<file path="src/hdl/cdq_pkg.sv">
// Shared types, constants and ring-index helpers for the circular deque.
// Used by cdq_ctrl, cdq_dpath and circular_deque. No dependencies.
`default_nettype none

package cdq_pkg;

   localparam int DEPTH   = 16;
   localparam int PTR_W   = (DEPTH > 1) ? $clog2(DEPTH) : 1;
   localparam int CNT_W   = $clog2(DEPTH + 1);
   localparam int FUNC_W  = 3;
   localparam int WORD_W  = 32;
   localparam int CAP_W   = 5;

   localparam logic [CAP_W-1:0] CAP_RESET = 5'd16;

   localparam logic [FUNC_W-1:0] FN_INS_FRONT  = 3'd0;
   localparam logic [FUNC_W-1:0] FN_INS_REAR   = 3'd1;
   localparam logic [FUNC_W-1:0] FN_DEL_FRONT  = 3'd2;
   localparam logic [FUNC_W-1:0] FN_DEL_REAR   = 3'd3;
   localparam logic [FUNC_W-1:0] FN_PEEK_FRONT = 3'd4;
   localparam logic [FUNC_W-1:0] FN_PEEK_REAR  = 3'd5;

   localparam logic [WORD_W-1:0] WORD_MISS = '1;

   typedef enum logic [2:0] {
      ST_IDLE = 3'b001,
      ST_EXEC = 3'b010,
      ST_DONE = 3'b100
   } state_type;

   typedef struct packed {
      logic capture;   // latch the accepted beat
      logic exec;      // run the operation against the ring
      logic load;      // move the result into the output register
   } cmd_type;

   // Clamp a written capacity into 1..DEPTH.
   function automatic logic [CNT_W-1:0] clip_cap(input logic [CAP_W-1:0] v);
      logic [31:0] w;
      w = 32'(v);
      if (w == 32'd0) begin
         return CNT_W'(1);
      end else if (w > 32'(DEPTH)) begin
         return CNT_W'(DEPTH);
      end else begin
         return CNT_W'(w);
      end
   endfunction

   function automatic logic [PTR_W-1:0] ring_next(input logic [PTR_W-1:0] p,
                                                  input logic [CNT_W-1:0] cap);
      logic [CNT_W:0] pe;
      pe = (CNT_W + 1)'(p) + (CNT_W + 1)'(1);
      if (pe >= (CNT_W + 1)'(cap)) begin
         return '0;
      end else begin
         return PTR_W'(pe);
      end
   endfunction

   function automatic logic [PTR_W-1:0] ring_prev(input logic [PTR_W-1:0] p,
                                                  input logic [CNT_W-1:0] cap);
      logic [CNT_W:0] pe;
      pe = (CNT_W + 1)'(p);
      if (pe == '0 || pe >= (CNT_W + 1)'(cap)) begin
         return PTR_W'(cap - CNT_W'(1));
      end else begin
         return PTR_W'(pe - (CNT_W + 1)'(1));
      end
   endfunction

endpackage

`default_nettype wire

</file>
<file path="src/hdl/cdq_ctrl.sv">
// Controller for the circular deque: sequences accept, execute and result load,
// and owns the result-valid flag. Depends on cdq_pkg.
`default_nettype none

module cdq_ctrl
   import cdq_pkg::*;
(
   input  wire logic    clock,
   input  wire logic    reset,
   input  wire logic    req_tvalid,
   output logic         req_tready,
   output logic         rsp_tvalid,
   input  wire logic    rsp_tready,
   output cmd_type      cmd
);

   state_type state_ff, state_in;
   logic      out_valid_ff, out_valid_in;
   logic      accept;

   assign req_tready = (state_ff == ST_IDLE);
   assign accept     = req_tvalid && req_tready;
   assign rsp_tvalid = out_valid_ff;

   always_comb begin
      cmd.capture = accept;
      cmd.exec    = (state_ff == ST_EXEC);
      cmd.load    = (state_ff == ST_DONE) && (!out_valid_ff || rsp_tready);
   end

   always_comb begin
      state_in = state_ff;
      case (state_ff)
         ST_IDLE: begin
            if (accept) state_in = ST_EXEC;
         end
         ST_EXEC: begin
            state_in = ST_DONE;
         end
         ST_DONE: begin
            // hold until the output register is free
            if (cmd.load) state_in = ST_IDLE;
         end
         default: begin
            state_in = ST_IDLE;
         end
      endcase
   end

   always_comb begin
      out_valid_in = out_valid_ff;
      if (cmd.load) begin
         out_valid_in = 1'b1;
      end else if (rsp_tready) begin
         out_valid_in = 1'b0;
      end
   end

   always_ff @(posedge clock) begin
      if (reset) begin
         state_ff     <= ST_IDLE;
         out_valid_ff <= 1'b0;
      end else begin
         state_ff     <= state_in;
         out_valid_ff <= out_valid_in;
      end
   end

endmodule

`default_nettype wire

</file>
<file path="src/hdl/cdq_dpath.sv">
// Datapath for the circular deque: ring memory, head/tail pointers, fill count,
// capacity register and the result register. Depends on cdq_pkg.
`default_nettype none

module cdq_dpath
   import cdq_pkg::*;
(
   input  wire logic              clock,
   input  wire logic              reset,
   input  wire cmd_type           cmd,
   input  wire logic [FUNC_W-1:0] req_func,
   input  wire logic [WORD_W-1:0] req_value,
   input  wire logic              csr_wen,
   input  wire logic [CAP_W-1:0]  csr_wdata,
   output logic                   rsp_success,
   output logic [WORD_W-1:0]      rsp_read_value,
   output logic                   rsp_is_empty,
   output logic                   rsp_is_full
);

   logic [WORD_W-1:0] mem [DEPTH];

   logic [CNT_W-1:0]  cap_ff;
   logic [PTR_W-1:0]  head_ff, head_in;
   logic [PTR_W-1:0]  tail_ff, tail_in;
   logic [CNT_W-1:0]  fill_ff, fill_in;
   logic [CNT_W-1:0]  cap_new;

   logic [FUNC_W-1:0] func_ff;
   logic [WORD_W-1:0] value_ff;
   logic [WORD_W-1:0] rdata_ff;
   logic              ok_ff, ok_in;
   logic              hit_ff, hit_in;
   logic              miss_ff, miss_in;
   logic              empty_ff, full_ff;

   logic              wr_en;
   logic [PTR_W-1:0]  wr_addr;
   logic [PTR_W-1:0]  rd_addr;
   logic              is_empty_now, is_full_now;

   assign is_empty_now = (fill_ff == '0);
   assign is_full_now  = (fill_ff >= cap_ff);
   assign cap_new      = clip_cap(csr_wdata);

   always_comb begin
      head_in = head_ff;
      tail_in = tail_ff;
      fill_in = fill_ff;
      ok_in   = 1'b0;
      hit_in  = 1'b0;
      miss_in = 1'b0;
      wr_en   = 1'b0;
      wr_addr = head_ff;
      rd_addr = head_ff;
      case (func_ff)
         FN_INS_FRONT: begin
            if (!is_full_now) begin
               head_in = ring_prev(head_ff, cap_ff);
               wr_en   = 1'b1;
               wr_addr = head_in;
               fill_in = fill_ff + CNT_W'(1);
               ok_in   = 1'b1;
            end
         end
         FN_INS_REAR: begin
            if (!is_full_now) begin
               tail_in = ring_next(tail_ff, cap_ff);
               wr_en   = 1'b1;
               wr_addr = tail_in;
               fill_in = fill_ff + CNT_W'(1);
               ok_in   = 1'b1;
            end
         end
         FN_DEL_FRONT: begin
            if (!is_empty_now) begin
               head_in = ring_next(head_ff, cap_ff);
               fill_in = fill_ff - CNT_W'(1);
               ok_in   = 1'b1;
            end
         end
         FN_DEL_REAR: begin
            if (!is_empty_now) begin
               tail_in = ring_prev(tail_ff, cap_ff);
               fill_in = fill_ff - CNT_W'(1);
               ok_in   = 1'b1;
            end
         end
         FN_PEEK_FRONT: begin
            rd_addr = head_ff;
            ok_in   = !is_empty_now;
            hit_in  = !is_empty_now;
            miss_in = is_empty_now;
         end
         FN_PEEK_REAR: begin
            rd_addr = tail_ff;
            ok_in   = !is_empty_now;
            hit_in  = !is_empty_now;
            miss_in = is_empty_now;
         end
         default: begin
         end
      endcase
   end

   // pointer and count state; a capacity write empties the ring
   always_ff @(posedge clock) begin
      if (reset) begin
         cap_ff  <= clip_cap(CAP_RESET);
         head_ff <= '0;
         tail_ff <= PTR_W'(clip_cap(CAP_RESET) - CNT_W'(1));
         fill_ff <= '0;
      end else if (csr_wen) begin
         cap_ff  <= cap_new;
         head_ff <= '0;
         tail_ff <= PTR_W'(cap_new - CNT_W'(1));
         fill_ff <= '0;
      end else if (cmd.exec) begin
         head_ff <= head_in;
         tail_ff <= tail_in;
         fill_ff <= fill_in;
      end
   end

   always_ff @(posedge clock) begin
      if (cmd.exec && wr_en) mem[wr_addr] <= value_ff;
      if (cmd.exec) rdata_ff <= mem[rd_addr];
   end

   always_ff @(posedge clock) begin
      if (cmd.capture) begin
         func_ff  <= req_func;
         value_ff <= req_value;
      end
      if (cmd.exec) begin
         ok_ff    <= ok_in;
         hit_ff   <= hit_in;
         miss_ff  <= miss_in;
         empty_ff <= (fill_in == '0);
         full_ff  <= (fill_in >= cap_ff);
      end
      if (cmd.load) begin
         rsp_success    <= ok_ff;
         rsp_read_value <= hit_ff ? rdata_ff : (miss_ff ? WORD_MISS : '0);
         rsp_is_empty   <= empty_ff;
         rsp_is_full    <= full_ff;
      end
   end

endmodule

`default_nettype wire

</file>
<file path="src/hdl/circular_deque.sv">
// Circular deque top level: stream channels around the controller and datapath.
// Depends on cdq_pkg, cdq_ctrl and cdq_dpath.
//
// Usage:
//   req_*  input stream; each beat carries one operation code and a word.
//   rsp_*  result stream; exactly one beat per request beat, in order.
//   csr_*  capacity register (1..16, 0 reads as 1, larger clamps to 16);
//          a write also empties the deque. Write only while the block is idle.
// Timing:
//   A request is taken in the idle state, executed against the ring memory
//   on the next cycle, and its result moved into the output register in the
//   done state once that register is free. One request is in flight at a
//   time: a new request is taken only after the previous result has been
//   loaded into the output register.
// Reset: head pointer and fill count clear, capacity returns to 16, the tail
//   sits at capacity minus one. Memory contents are not cleared.
// Stall: while rsp_tready is low the result is held; the next request can be
//   taken and executed, and waits in the datapath until the output frees.
`default_nettype none

module circular_deque
   import cdq_pkg::*;
(
   input  wire logic        clock,
   input  wire logic        reset,
   input  wire logic        req_tvalid,
   output logic             req_tready,
   input  wire logic [39:0] req_tdata,   // [2:0] func, [34:3] value, [39:35] zero
   output logic             rsp_tvalid,
   input  wire logic        rsp_tready,
   output logic [39:0]      rsp_tdata,   // [0] success, [32:1] read_value,
                                         // [33] is_empty, [34] is_full, [39:35] zero
   input  wire logic        csr_wen,
   input  wire logic [4:0]  csr_wdata
);

   cmd_type           cmd;
   logic              success;
   logic [WORD_W-1:0] read_value;
   logic              is_empty;
   logic              is_full;

   cdq_ctrl u_ctrl (
      .clock      (clock),
      .reset      (reset),
      .req_tvalid (req_tvalid),
      .req_tready (req_tready),
      .rsp_tvalid (rsp_tvalid),
      .rsp_tready (rsp_tready),
      .cmd        (cmd)
   );

   cdq_dpath u_dpath (
      .clock          (clock),
      .reset          (reset),
      .cmd            (cmd),
      .req_func       (req_tdata[2:0]),
      .req_value      (req_tdata[34:3]),
      .csr_wen        (csr_wen),
      .csr_wdata      (csr_wdata),
      .rsp_success    (success),
      .rsp_read_value (read_value),
      .rsp_is_empty   (is_empty),
      .rsp_is_full    (is_full)
   );

   assign rsp_tdata = {5'b0, is_full, is_empty, read_value, success};

endmodule

`default_nettype wire
</file>
<file path="config.mk">
export PLATFORM = sky130hd
export DESIGN_NAME = circular_deque
export DESIGN_NICKNAME = d
export VERILOG_FILES = /design/src/hdl/cdq_pkg.sv /design/src/hdl/cdq_ctrl.sv /design/src/hdl/cdq_dpath.sv /design/src/hdl/circular_deque.sv
export SDC_FILE = /design/constraint.sdc
export NUM_CORES = 1
export LEC_CHECK = 0
export BUFFER_PORTS_ARGS = -buffer_cell sky130_fd_sc_hd__buf_4
export CAP_MARGIN = 5
export CORE_ASPECT_RATIO = 0.7
export CORE_MARGIN = 5
export CORE_UTILIZATION = 55
export DETAILED_ROUTE_END_ITERATION = 6
export PLACE_DENSITY_LB_ADDON = 0.2
export SETUP_SLACK_MARGIN = 0.1
export SLEW_MARGIN = 20
export SYNTH_ARGS = -nofsm -noshare
export SYNTH_HDL_FRONTEND = slang
export SYNTH_SLANG_ARGS = --single-unit
</file>
<file path="constraint.sdc">
create_clock -name clock -period 6.5 [get_ports clock]
set_input_delay 1.3 -clock clock [delete_from_list [all_inputs] [get_ports clock]]
set_output_delay 1.3 -clock clock [all_outputs]
set_load 0.05 [all_outputs]
</file>
---- Yosys cells after proc, flatten, opt, wreduce, memory -nomap -nowiden ----
Memories as Yosys holds them, arrays and structs flattened. A register that Yosys moved wholly into a read port is not among the register bits.
Cells that the tools add are included.
Widths: inputs -> output; s select.
word-level totals
  bits in registers ....................... 97
  logic and storage cells ................. 104
  output and inout port bits .............. 42
  memory bits (writable) .................. 512
  memories kept ........................... 1
operators by class
  add/sub/neg operators ................... 8
  reduce and logical (&&, ||, !) cells .... 25
  mux-type cells .......................... 33
  equality and inequality tests ........... 13
  magnitude comparators ................... 7
memory list
  name         depth  width  read ports  clocked after Yosys merged registers in  wr ports  line             source
  u_dpath.mem  16     32     1           1                                        1         cdq_dpath.sv:21  logic [WORD_W-1:0] mem [DEPTH];
operators by type and width
  cell                 number
  $mux 32              2
  $mux 4               12
  $pmux 4 s2           3
  $ge 5x5->1           4
  $mux 5               4
  $sub 4x1->4 const B  4
  $logic_not 5->1      3
  $add 4x1->5 const B  2
  $ge 4x5->1           2
  $pmux 5 s2           1
  $eq 3x2->1 const B   3
  $eq 3x3->1 const B   3
  $pmux 3 s3           1
  $logic_not 4->1      2
  $reduce_or 2->1      4
  $mux 1               7
  $eq 3x1->1 const B   2
  $mux 3               2
  $ne 2x2->1 const B   3
  $ne 3x3->1 const B   2
  $reduce_bool 2->1    3
  $add 5x1->5 const B  1
  $gt 5x5->1 const B   1
  $sub 5x1->5 const B  1
  other kinds (9)      14

---- Longest topological paths before layout ----
Gate-level depths: netlist of run 1.
  word-level depth ........................ 7
  gate-level depth with buffers ........... 14
  depth with buffers taken out ............ 13

---- Cells and area by module ----
A second synthesis of run 1 with hierarchy kept.
second synthesis, totals
  cell total of the unflattened synthesis .. 1,349
  area total of the unflattened synthesis .. 25,612.1 µm²
by module, submodules not included
  module          area an instance (µm²)  cells each  instances
  cdq_dpath       25,343.1                1,316       1
  cdq_ctrl        205.2                   24          1
  circular_deque  63.8                    9           1

---- Worst setup path before layout of run 1 ----
No wires, ideal clock.
  path kind ............................... reg2reg
  start ................................... reg u_dpath.tail_ff[2]
  end ..................................... mem u_dpath.mem[14][0], enable pin
  data required time ...................... 6.079 ns
  setup time .............................. 0.421 ns
  slack ................................... 2.376 ns
  cell stages (with the launch flop) ...... 12
  period minus slack after synthesis ...... 4.124 ns
  data arrival time ....................... 3.703 ns
  path through ............................ dfxtp_1 -> buf_2 -> nand3_1 -> xnor2_1 -> ha_1 -> a21oi_1 -> nand2_1 -> a211o_1 -> o32ai_1 -> nor2_1 -> or2_2 -> nor2_1
on the way
  longest elaborated chain between the ends .. 5
ends and longest elaborated chain
  item                    line              source
  from (decl)             cdq_dpath.sv:25   logic [PTR_W-1:0] tail_ff, tail_in;
  from (signal assigned)  cdq_dpath.sv:111  tail_ff <= PTR_W'(clip_cap(CAP_RESET) - CNT_W'(1));
  from (signal assigned)  cdq_dpath.sv:116  tail_ff <= PTR_W'(cap_new - CNT_W'(1));
  from (signal assigned)  cdq_dpath.sv:120  tail_ff <= tail_in;
  $add 4x1->5 (*)         cdq_pkg.sv:53     pe = (CNT_W + 1)'(p) + (CNT_W + 1)'(1);
  $ge 5x5->1              cdq_pkg.sv:54     if (pe >= (CNT_W + 1)'(cap)) begin
  $mux 4 (*)              cdq_pkg.sv:54
  $mux 4 (*)              cdq_dpath.sv:67   if (!is_full_now) begin
  $pmux 4 s2 (*)          cdq_dpath.sv:56   case (func_ff)
  to (decl)               cdq_dpath.sv:21
Every way passes the cells marked *; elsewhere a longest branch is shown, timed or not.

---- Worst setup path in the final report of run 1 ----
  start ................................... reg u_dpath.cap_ff[2]
  end ..................................... mem u_dpath.mem[5][25], enable pin
on the way
  longest elaborated chain between the ends .. 6
  elaborated cells between the ends (all ways) .. 15
ends and longest elaborated chain
  item                          line                              source
  from (decl)                   cdq_dpath.sv:23                   logic [CNT_W-1:0] cap_ff;
  from (signal assigned)        cdq_dpath.sv:109                  cap_ff <= clip_cap(CAP_RESET);
  from (signal assigned)        cdq_dpath.sv:114                  cap_ff <= cap_new;
  $ge 5x5->1                    cdq_dpath.sv:43                   assign is_full_now = (fill_ff >= cap_ff);
  $mux 1                        cdq_dpath.sv:58, cdq_dpath.sv:67
  $mux 1                        -
  $logic_and 1x1->1             cdq_dpath.sv:126                  if (cmd.exec && wr_en) mem[wr_addr] <= value_ff;
  $mux 1                        cdq_dpath.sv:126
  $mux 1 (not written as such)  cdq_dpath.sv:126
Parallel ways exist; a longest one is shown, timed or not.

==> impl_metrics.env, run 1 <==
export IMPL_status="completed"
export IMPL_netlist_top_cells_area="edfxtp_1, mux4_2, a22oi_1"
export IMPL_slew_viol_final=0
export IMPL_worstPathRequired_ns=6.77
export IMPL_core_area_um2=45300
export IMPL_die_y_um=190
export IMPL_overflow=0
export IMPL_final_core_util=0.627
export IMPL_seq_area_frac_synth=0.751
export IMPL_worstSetupStartpointType="flop"
export IMPL_cts_num_sinks=641
export IMPL_cp_max_fo=19
export IMPL_fp_dieArea_um2=50500
export IMPL_clockBufferDepth=3
export IMPL_cp_top_family="simple AND/OR/NAND/NOR gates"
export IMPL_hold_viol_final=0
export IMPL_antenna_found_initial=0
export IMPL_ios=92
export IMPL_dpl_worst_slack_ns=2.02
export IMPL_drt_vias_per_instance=6.11
export IMPL_num_rows=65
export IMPL_syn_area_um2=25300
export IMPL_n_fill_cell=3188
export IMPL_fin_crit_ns=4.57
export IMPL_grt_first_pass_wirelength_um=81400
export IMPL_synth_main_ff_cell="edfxtp_1"
export IMPL_drtAntennaViolNets=0
export IMPL_antenna_cells=0
export IMPL_place_congestion=0.835
export IMPL_ys_seq_elements=641
export IMPL_grtUsageTotal=0.215
export IMPL_final_nets=1514
export IMPL_grt_max_degree=129
export IMPL_slowest_delay_ns=0.89
export IMPL_hpwlAfterDp_um=30300
export IMPL_cts_resized=0
export IMPL_die_x_um=267
export IMPL_synth_edff_count=619
export IMPL_dr_first_iter_drc_count=1235
export IMPL_power_density_nw_per_um2=285
export IMPL_cts_tree="done"
export IMPL_clock_skew_ns=0.0214
export IMPL_ys_types=61
export IMPL_critical_path_cell_chain="inv_1 -> ha_1 -> a211oi_1 -> o221a_2 -> and2_0 -> o32ai_1 -> a31oi_1 -> nand2_1 -> nor2_4 -> buf_4"
export IMPL_initial_core_util=0.559
export IMPL_final_common_cell="edfxtp_1"
export IMPL_syn_to_final_growth_pct=12.1
export IMPL_layout_drive_gt1_share=0.242
export IMPL_synthArstFlopShare=0
export IMPL_path_clk_slew_ns=0.07
export IMPL_hold_class="reg -> reg"
export IMPL_placed_area_um2=26700
export IMPL_synth_top_cell_area_share=0.734
export IMPL_critPathBufInv=2
export IMPL_final_cell_area_um2=28400
export IMPL_post_synth_top_area_cell="edfxtp_1"
export IMPL_fin_crit_sh=0.703
export IMPL_final_setup_tns_ns=0
export IMPL_cp_slowest_cell="nor2_4"
export IMPL_synth_warning_count=0
export IMPL_hold_ws_ns=0.426
export IMPL_fin_cells=2077
export IMPL_syn_avg_cell_area_um2=19.0
export IMPL_first_pass_iters=6
export IMPL_ctsHoldBuffers=0
export IMPL_final_cell_mix="edfxtp_1, mux4_2, nand2_1"
export IMPL_drv_cap=0
export IMPL_drc=0
export IMPL_cp_end_kind="flop"
export IMPL_worstMarginPinSlew_ns=1.09
export IMPL_max_freq_ghz=0.219
export IMPL_cts_buffers=57
export IMPL_wl_um=54100
export IMPL_p_total_mw=8.09
export IMPL_clock_root_buffer="clkbuf_16"
export IMPL_syn_inst=1330
export IMPL_cts_htree_levels=2
export IMPL_dp_cells=1972
export IMPL_wl_per_cell_um=26.0
export IMPL_ir_drop_mv=0.262
export IMPL_portBuffers=81
export IMPL_vias=12700
export IMPL_cellLeakagePower_nw=9.54
export IMPL_cts_setup_buffers=0
export IMPL_setup_ws_ns=1.93
export IMPL_arrival_ns=4.84
export IMPL_slew_headroom=0.272
export IMPL_grt_pass1_vias=12700
export IMPL_setup_viol=0
export IMPL_insertion_delay_ns=0.61
export IMPL_worstSetupPathType="reg -> reg"
export IMPL_rsz0062_at_grt="false"
-- cells in the mapped netlist (all sizes together) (2+ instances only) --
library cell  number
a211o              3
a211oi             7
a21boi             2
a21o               3
a21oi             27
a22oi             67
a31o               3
a31oi              4
and2               5
and3               7
buf               44
clkbuf            30
dfxtp             22
edfxtp           619
ha                36
inv               22
mux2               2
mux2i             11
mux4             128
nand2            122
nand2b            14
nand3              9
nand4              4
nor2              46
nor2b              9
nor3              11
nor3b              2
nor4               3
o2111a             3
o2111ai            3
o211ai             3
o21ai             22
o221a              2
o22ai              4
o32ai              3
or2                2
or3                2
xnor2             11
xor2               2
-- metal layers --
layer,GRT usage,vias to the layer above,share of wire
met5,0,-,0
met4,0.0410,0,0.015
met3,0.0432,74,0.078
met2,0.327,464,0.46
met1,0.336,6580,0.44
li1,-,5573,-
-- registers in the layout, summed over array words and instances, names as in the netlist --
| signal | count |
|---|---|
| u_dpath.head_ff | 4 |
| u_ctrl.rsp_tvalid | 1 |
| u_dpath.hit_ff | 1 |
| u_dpath.func_ff | 3 |
| u_dpath.value_ff | 32 |
| u_ctrl.state_ff | 3 |
| u_dpath.mem | 512 |
| u_dpath.rsp_is_full | 1 |
| u_dpath.rsp_read_value | 32 |
| u_dpath.rdata_ff | 32 |
| u_dpath.empty_ff | 1 |
| u_dpath.rsp_is_empty | 1 |
| u_dpath.miss_ff | 1 |
| u_dpath.tail_ff | 4 |
| u_dpath.fill_ff | 5 |
| u_dpath.rsp_success | 1 |
| u_dpath.full_ff | 1 |
| u_dpath.cap_ff | 5 |
| u_dpath.ok_ff | 1 |
-- layout make-up --
cell class / instances / area (um^2) / area share
flip-flops and latches: 641 / 19000 / 0.670
clock inverters: 33 / 184 / 0.00648
well taps: 603 / 754 / 0.0266
multi-input cells: 596 / 5990 / 0.211
inverters: 23 / 88.8 / 0.00313
repair buffers: 109 / 843 / 0.0297
clock buffers: 72 / 1500 / 0.0530
-- path summary, 6_finish.rpt --
check / from / end / slack, ns / depth (start not counted)
worst max-delay path: u_dpath.cap_ff[2] / u_dpath.mem[5][25] / 1.93 / 10
worst min-delay path: u_dpath.ok_ff / u_dpath.rsp_success / 0.43 / 0
worst max register to register: u_dpath.cap_ff[2] / u_dpath.mem[5][25] / 1.93 / 10
worst min register to register: u_dpath.ok_ff / u_dpath.rsp_success / 0.43 / 0
-- report_power, final --
group	switching [mW]	total [mW]	internal (mW)
combinational	0.212	0.365	0.153
sequential	0.0659	4.64	4.57
clock	1.44	3.08	1.64
total	1.72	8.09	6.37
-- worst register-to-register path: stages (launching register included) --
cell	delay, ns
dfxtp_1	0.33
inv_1	0.27
ha_1	0.32
a211oi_1	0.21
o221a_2	0.46
and2_0	0.54
o32ai_1	0.18
a31oi_1	0.28
nand2_1	0.30
nor2_4	0.89
buf_4	0.46
-- logic make-up (layout without fill, tap and decap cells) --
group / count (synthesis) / after routing / synth area share
compound gates: 162 / 162 / 0.0445
xor+xnor: 13 / 13 / 0.00449
fa+ha+maj: 36 / 36 / 0.0178
buf+inv: 97 / 237 / 0.0201
flops: 641 / 641 / 0.751
mux: 141 / 141 / 0.119
other cells: 1 / 5 / 0.000148
simple gates: 239 / 239 / 0.0429
Note: power is estimated with default switching activity, not from simulation.
==> run 2, diff against run 1 <==
clock period = 3.8 ns   (was 6.5 ns; I/O delays follow)
==> run 2 against run 1 <==
Effect of this change: design area up 3.3%; worst setup slack worse by 1.6 ns; critical endpoint is now u_dpath.mem[0][17]; clock-buffer cell count unchanged; via count up 1.5%.
==> impl_metrics.env, run 2 (same netlist as run 1, synthesis figures left out) <==
export IMPL_grtUsageTotal=0.220
export IMPL_die_y_um=190
export IMPL_hold_class="in -> reg"
export IMPL_setup_viol=0
export IMPL_antenna_found_initial=0
export IMPL_drtAntennaViolNets=0
export IMPL_core_area_um2=45300
export IMPL_cp_end_kind="flop"
export IMPL_fin_crit_ns=3.46
export IMPL_ios=92
export IMPL_dr_first_iter_drc_count=1325
export IMPL_wl_um=55000
export IMPL_fin_crit_sh=0.909
export IMPL_largest_reg_flops=512
export IMPL_cellLeakagePower_nw=9.95
export IMPL_antenna_cells=0
export IMPL_path_clk_slew_ns=0.07
export IMPL_slew_headroom=0.468
export IMPL_layout_drive_gt1_share=0.266
export IMPL_slowest_delay_ns=0.48
export IMPL_final_cell_mix="edfxtp_1, mux4_2, nand2_1"
export IMPL_wl_per_cell_um=26.0
export IMPL_num_rows=65
export IMPL_worstSetupStartpointType="flop"
export IMPL_cts_htree_levels=2
export IMPL_final_common_cell="edfxtp_1"
export IMPL_grt_max_degree=77
export IMPL_cts_num_sinks=641
export IMPL_overflow=0
export IMPL_cp_max_fo=26
export IMPL_status="completed"
export IMPL_critical_path_cell_chain="inv_1 -> ha_1 -> ha_1 -> nand4_1 -> a21oi_1 -> a211o_1 -> o21ai_0 -> a311oi_1 -> nand2_1 -> buf_4 -> nor2_4 -> buf_12"
export IMPL_ir_drop_mv=0.419
export IMPL_worstSetupPathType="reg -> reg"
export IMPL_slew_viol_final=0
export IMPL_clock_root_buffer="clkbuf_16"
export IMPL_grt_pass1_vias=13100
export IMPL_dpl_worst_slack_ns=0.377
export IMPL_worstMarginPinSlew_ns=0.797
export IMPL_initial_core_util=0.559
export IMPL_rsz0062_at_grt="true"
export IMPL_final_nets=1551
export IMPL_cp_slowest_cell="a311oi_1"
export IMPL_setup_ws_ns=0.345
export IMPL_portBuffers=81
export IMPL_die_x_um=267
export IMPL_arrival_ns=3.73
export IMPL_hpwlAfterDp_um=30700
export IMPL_worstPathRequired_ns=4.07
export IMPL_area_sequential_um2=19000
export IMPL_vias=12900
export IMPL_hold_viol_final=0
export IMPL_drc=0
export IMPL_largest_register="u_dpath.mem"
export IMPL_clock_skew_ns=0.0183
export IMPL_multi_input_area_um2=5990
export IMPL_grt_first_pass_wirelength_um=83100
export IMPL_n_fill_cell=3011
export IMPL_clockBufferDepth=3
export IMPL_cts_buffers=57
export IMPL_drv_cap=0
export IMPL_p_total_mw=14.6
export IMPL_max_freq_ghz=0.289
export IMPL_fp_dieArea_um2=50500
export IMPL_cts_tree="done"
export IMPL_first_pass_iters=5
export IMPL_cts_resized=0
export IMPL_place_congestion=0.872
export IMPL_syn_to_final_growth_pct=15.7
export IMPL_cpMostUsedCell="ha_1"
export IMPL_hold_ws_ns=0.335
export IMPL_power_density_nw_per_um2=497
export IMPL_ctsHoldBuffers=0
export IMPL_cts_setup_buffers=0
export IMPL_insertion_delay_ns=0.60
export IMPL_drt_vias_per_instance=6.09
run 2: changes by cell type in the layout (fill, tap and decap cells not counted), sizes merged:
| cell | change |
|---|---|
| clkinv | -7 |
| bufinv | +9 |
| buf | +37 |
run 2: metal layers:
layer	vias to the layer above	routed length [um]	track usage
li1	5642	-	-
met1	6639	23900	0.339
met2	524	25500	0.332
met3	78	4340	0.0406
met4	0	1210	0.0534
met5	-	0	0
run 2: cell type report:
class                      instances  share of cell area
timing repair buffer             146              0.0515
tap                              603              0.0257
multi-input combinational        596               0.204
clock inverter                    35              0.0143
clock buffer                      72              0.0520
sequential                       641               0.649
inverter                          23             0.00303
run 2: power by group:
group | total [mW] | switching, mW | internal, mW
logic | 0.658 | 0.372 | 0.286
registers | 7.93 | 0.109 | 7.82
clock network | 5.97 | 2.51 | 3.46
total | 14.6 | 2.99 | 11.6
run 2: worst paths after layout:
check | slack (ns) | start | to | cells past startpoint
setup / recovery | 0.35 | u_dpath.tail_ff[0] | u_dpath.mem[0][17] | 12
hold / removal | 0.34 | req_tdata[1] | u_dpath.func_ff[1] | 1
setup reg to reg | 0.35 | u_dpath.tail_ff[0] | u_dpath.mem[0][17] | 12
hold reg to reg | 0.42 | u_dpath.full_ff | u_dpath.rsp_is_full | 0
run 2: critical path: cells and delay by family (launching register included):
| family | cells | cell delay (ns) |
|---|---|---|
| AOI/OAI and AO/OA | 4 | 1.02 |
| buffers and inverters | 3 | 0.64 |
| adders and majority gates | 2 | 0.65 |
| and+or+nand+nor | 3 | 0.33 |
| DFF | 1 | 0.47 |
run 2: metrics by stage:
step	area, um^2	TNS (ns)	util	cells
3_5_place_dp	27400	0	0.604	2009
6_report	29300	0	0.647	2116
2_1_floorplan	25400	-84.98	-	1334
3_3_place_gp	27400	0	0.604	2009
5_1_grt	29300	0	0.647	2116
4_1_cts	29300	0	0.647	2116
==> run 3, diff against run 2 <==
BUFFER_PORTS_ARGS = not set   (was -buffer_cell sky130_fd_sc_hd__buf_4)
CAP_MARGIN = 20   (was 5)
DONT_BUFFER_PORTS = 1   (was not set)
SYNTH_HIERARCHICAL = 1   (was not set)
==> run 3 against run 2 <==
Effect of this change: critical path depth is 3 lower; register-to-register slack worse by 0.07 ns; final cell count is 1.9% lower; sequential power hardly changed; non-clock buffer count is 74 lower; synthesized area is 1.1% higher; routed wire length is 3.6% higher; clock power is 5.2% lower; clock-buffer cell count is 8 lower; highest routed layer is now met5.
==> impl_metrics.env, run 3 <==
export IMPL_insertion_delay_ns=0.61
export IMPL_ys_types=74
export IMPL_rsz0062_at_grt="false"
export IMPL_worstSetupStartpointType="flop"
export IMPL_ctsHoldBuffers=0
export IMPL_vias=13000
export IMPL_synthTopCellsByCount="edfxtp_1, mux4_2, nand2_1"
export IMPL_drtAntennaViolNets=0
export IMPL_initial_core_util=0.554
export IMPL_ir_drop_mv=0.422
export IMPL_drt_vias_per_instance=6.26
export IMPL_arrival_ns=3.78
export IMPL_synth_main_ff_cell="edfxtp_1"
export IMPL_final_core_util=0.628
export IMPL_setup_viol=0
export IMPL_hold_viol_final=0
export IMPL_netlist_top_cells_area="edfxtp_1, mux4_2, a22oi_1"
export IMPL_antenna_found_initial=3
export IMPL_cp_max_fo=16
export IMPL_final_nets=1501
export IMPL_syn_inst=1349
export IMPL_synth_top_cell_area_share=0.726
export IMPL_layout_drive_gt1_share=0.235
export IMPL_status="completed"
export IMPL_cellLeakagePower_nw=9.58
export IMPL_fin_crit_sh=0.926
export IMPL_cp_end_kind="flop"
export IMPL_cts_buffers=57
export IMPL_syn_to_final_growth_pct=13.3
export IMPL_dr_first_iter_drc_count=1489
export IMPL_hpwlAfterDp_um=32400
export IMPL_overflow=0
export IMPL_wl_um=57000
export IMPL_synth_edff_count=619
export IMPL_synth_most_common_cell="edfxtp_1"
export IMPL_hold_class="in -> reg"
export IMPL_power_density_nw_per_um2=491
export IMPL_grtUsageTotal=0.225
export IMPL_dp_cells=1967
export IMPL_fin_crit_ns=3.52
export IMPL_cts_htree_levels=2
export IMPL_seq_area_frac_synth=0.743
export IMPL_syn_avg_cell_area_um2=19.0
export IMPL_max_freq_ghz=0.284
export IMPL_grt_max_degree=62
export IMPL_ios=92
export IMPL_drc=0
export IMPL_ys_seq_elements=641
export IMPL_wl_per_cell_um=27.5
export IMPL_largest_reg_flops=512
export IMPL_final_cell_mix="edfxtp_1, mux4_2, nand2_1"
export IMPL_core_area_um2=46200
export IMPL_synth_warning_count=6
export IMPL_fp_dieArea_um2=51100
export IMPL_largest_register="u_dpath/mem"
export IMPL_slowest_delay_ns=0.47
export IMPL_die_x_um=268
export IMPL_final_setup_tns_ns=0
export IMPL_die_y_um=191
export IMPL_clockBufferDepth=3
export IMPL_portBuffers=0
export IMPL_cp_slowest_cell="a22oi_1"
export IMPL_path_clk_slew_ns=0.07
export IMPL_clock_root_buffer="clkbuf_16"
export IMPL_hold_ws_ns=0.210
export IMPL_drv_cap=0
export IMPL_synthArstFlopShare=0
export IMPL_critical_path_cell_chain="inv_1 -> ha_1 -> a21oi_1 -> o21a_1 -> o21ai_1 -> a22oi_1 -> a31oi_4 -> nor4_4 -> buf_4"
export IMPL_cts_tree="done"
export IMPL_clock_skew_ns=0.0283
export IMPL_slew_headroom=0.319
export IMPL_place_congestion=0.894
export IMPL_cts_num_sinks=641
export IMPL_worstSetupPathType="reg -> reg"
export IMPL_worstMarginPinSlew_ns=1.02
export IMPL_grt_pass1_vias=12700
export IMPL_final_common_cell="edfxtp_1"
export IMPL_slew_viol_final=0
export IMPL_syn_area_um2=25600
export IMPL_grt_first_pass_wirelength_um=84800
export IMPL_worstPathRequired_ns=4.06
export IMPL_post_synth_top_area_cell="edfxtp_1"
export IMPL_fin_cells=2075
export IMPL_num_rows=66
export IMPL_critPathBufInv=2
export IMPL_first_pass_iters=5
export IMPL_cp_top_family="compound AO/OA/AOI/OAI gates"
[run 3: cell count changes after synthesis, moves of 4 or more]
cell | previous run | this run
nor4_1 | 3 | 17
buf_2 | 20 | 11
nor2_1 | 45 | 37
nand2b_1 | 14 | 7
buf_4 | 15 | 21
o211ai_1 | 3 | 9
o31ai_1 | 1 | 6
and3_1 | 7 | 3
o21a_1 | 1 | 5
o21ai_1 | 0 | 4
[run 3: layer usage]
layer | global-route usage | wire (um)
met1 | 0.365 | 26500
met2 | 0.329 | 25600
met3 | 0.0401 | 4080
met4 | 0.0405 | 768
met5 | 0 | 27
[run 3: path summary, 6_finish.rpt]
check,start,end,slack [ns],cells past startpoint
max reg2reg,u_dpath/cap_ff[2],u_dpath/mem[7][22],0.28,9
min reg2reg,u_dpath/full_ff,u_dpath/rsp_is_full,0.42,0
min,reset,u_dpath/cap_ff[0],0.21,1
max,u_dpath/cap_ff[2],u_dpath/mem[7][22],0.28,9
[run 3: power by group]
part / internal [mW] / switching, mW / total, mW / leakage [nW]
Clock: 3.11 / 2.55 / 5.66 / 0.904
Combinational: 0.267 / 0.405 / 0.672 / 2.91
Sequential: 7.82 / 0.116 / 7.93 / 5.77
[run 3: cell families after synthesis]
kind of cell | synth area share
flip-flops | 0.743
buffers and inverters | 0.0201
XOR/XNOR | 0.00410
AND/OR/NAND/NOR | 0.0426
other | 0.000146
multiplexers | 0.118
AO/OA/AOI/OAI | 0.0538
adder cells (fa/ha/maj) | 0.0181
[run 3: repair_timing]
action                                 4_1_cts  5_1_grt
setup buffers                                0        0
gates resized for setup                      0        3
endpoints found under the hold margin        0        0
setup endpoints to repair                    0      231
[run 3: final cells by class]
cell class              count  area (um^2)
clock inverters            43          388
repair buffers             72          807
inverters                  25         96.3
diodes                      1         2.50
fillers                  3196        17200
well taps                 612          766
flip-flops and latches    641        19000
multi-input cells         617         6480
clock buffers              64         1450
[run 3: per-stage QoR]
step	setup WS, ns	instance area, um^2	power, mW
after CTS	0.124	29000	14.4
final	0.280	29000	14.3
after global routing	0.161	29000	14.8
after floorplan	0.0334	25900	8.53
after global placement	0.184	27200	8.73
after detailed placement	0.159	27200	8.75
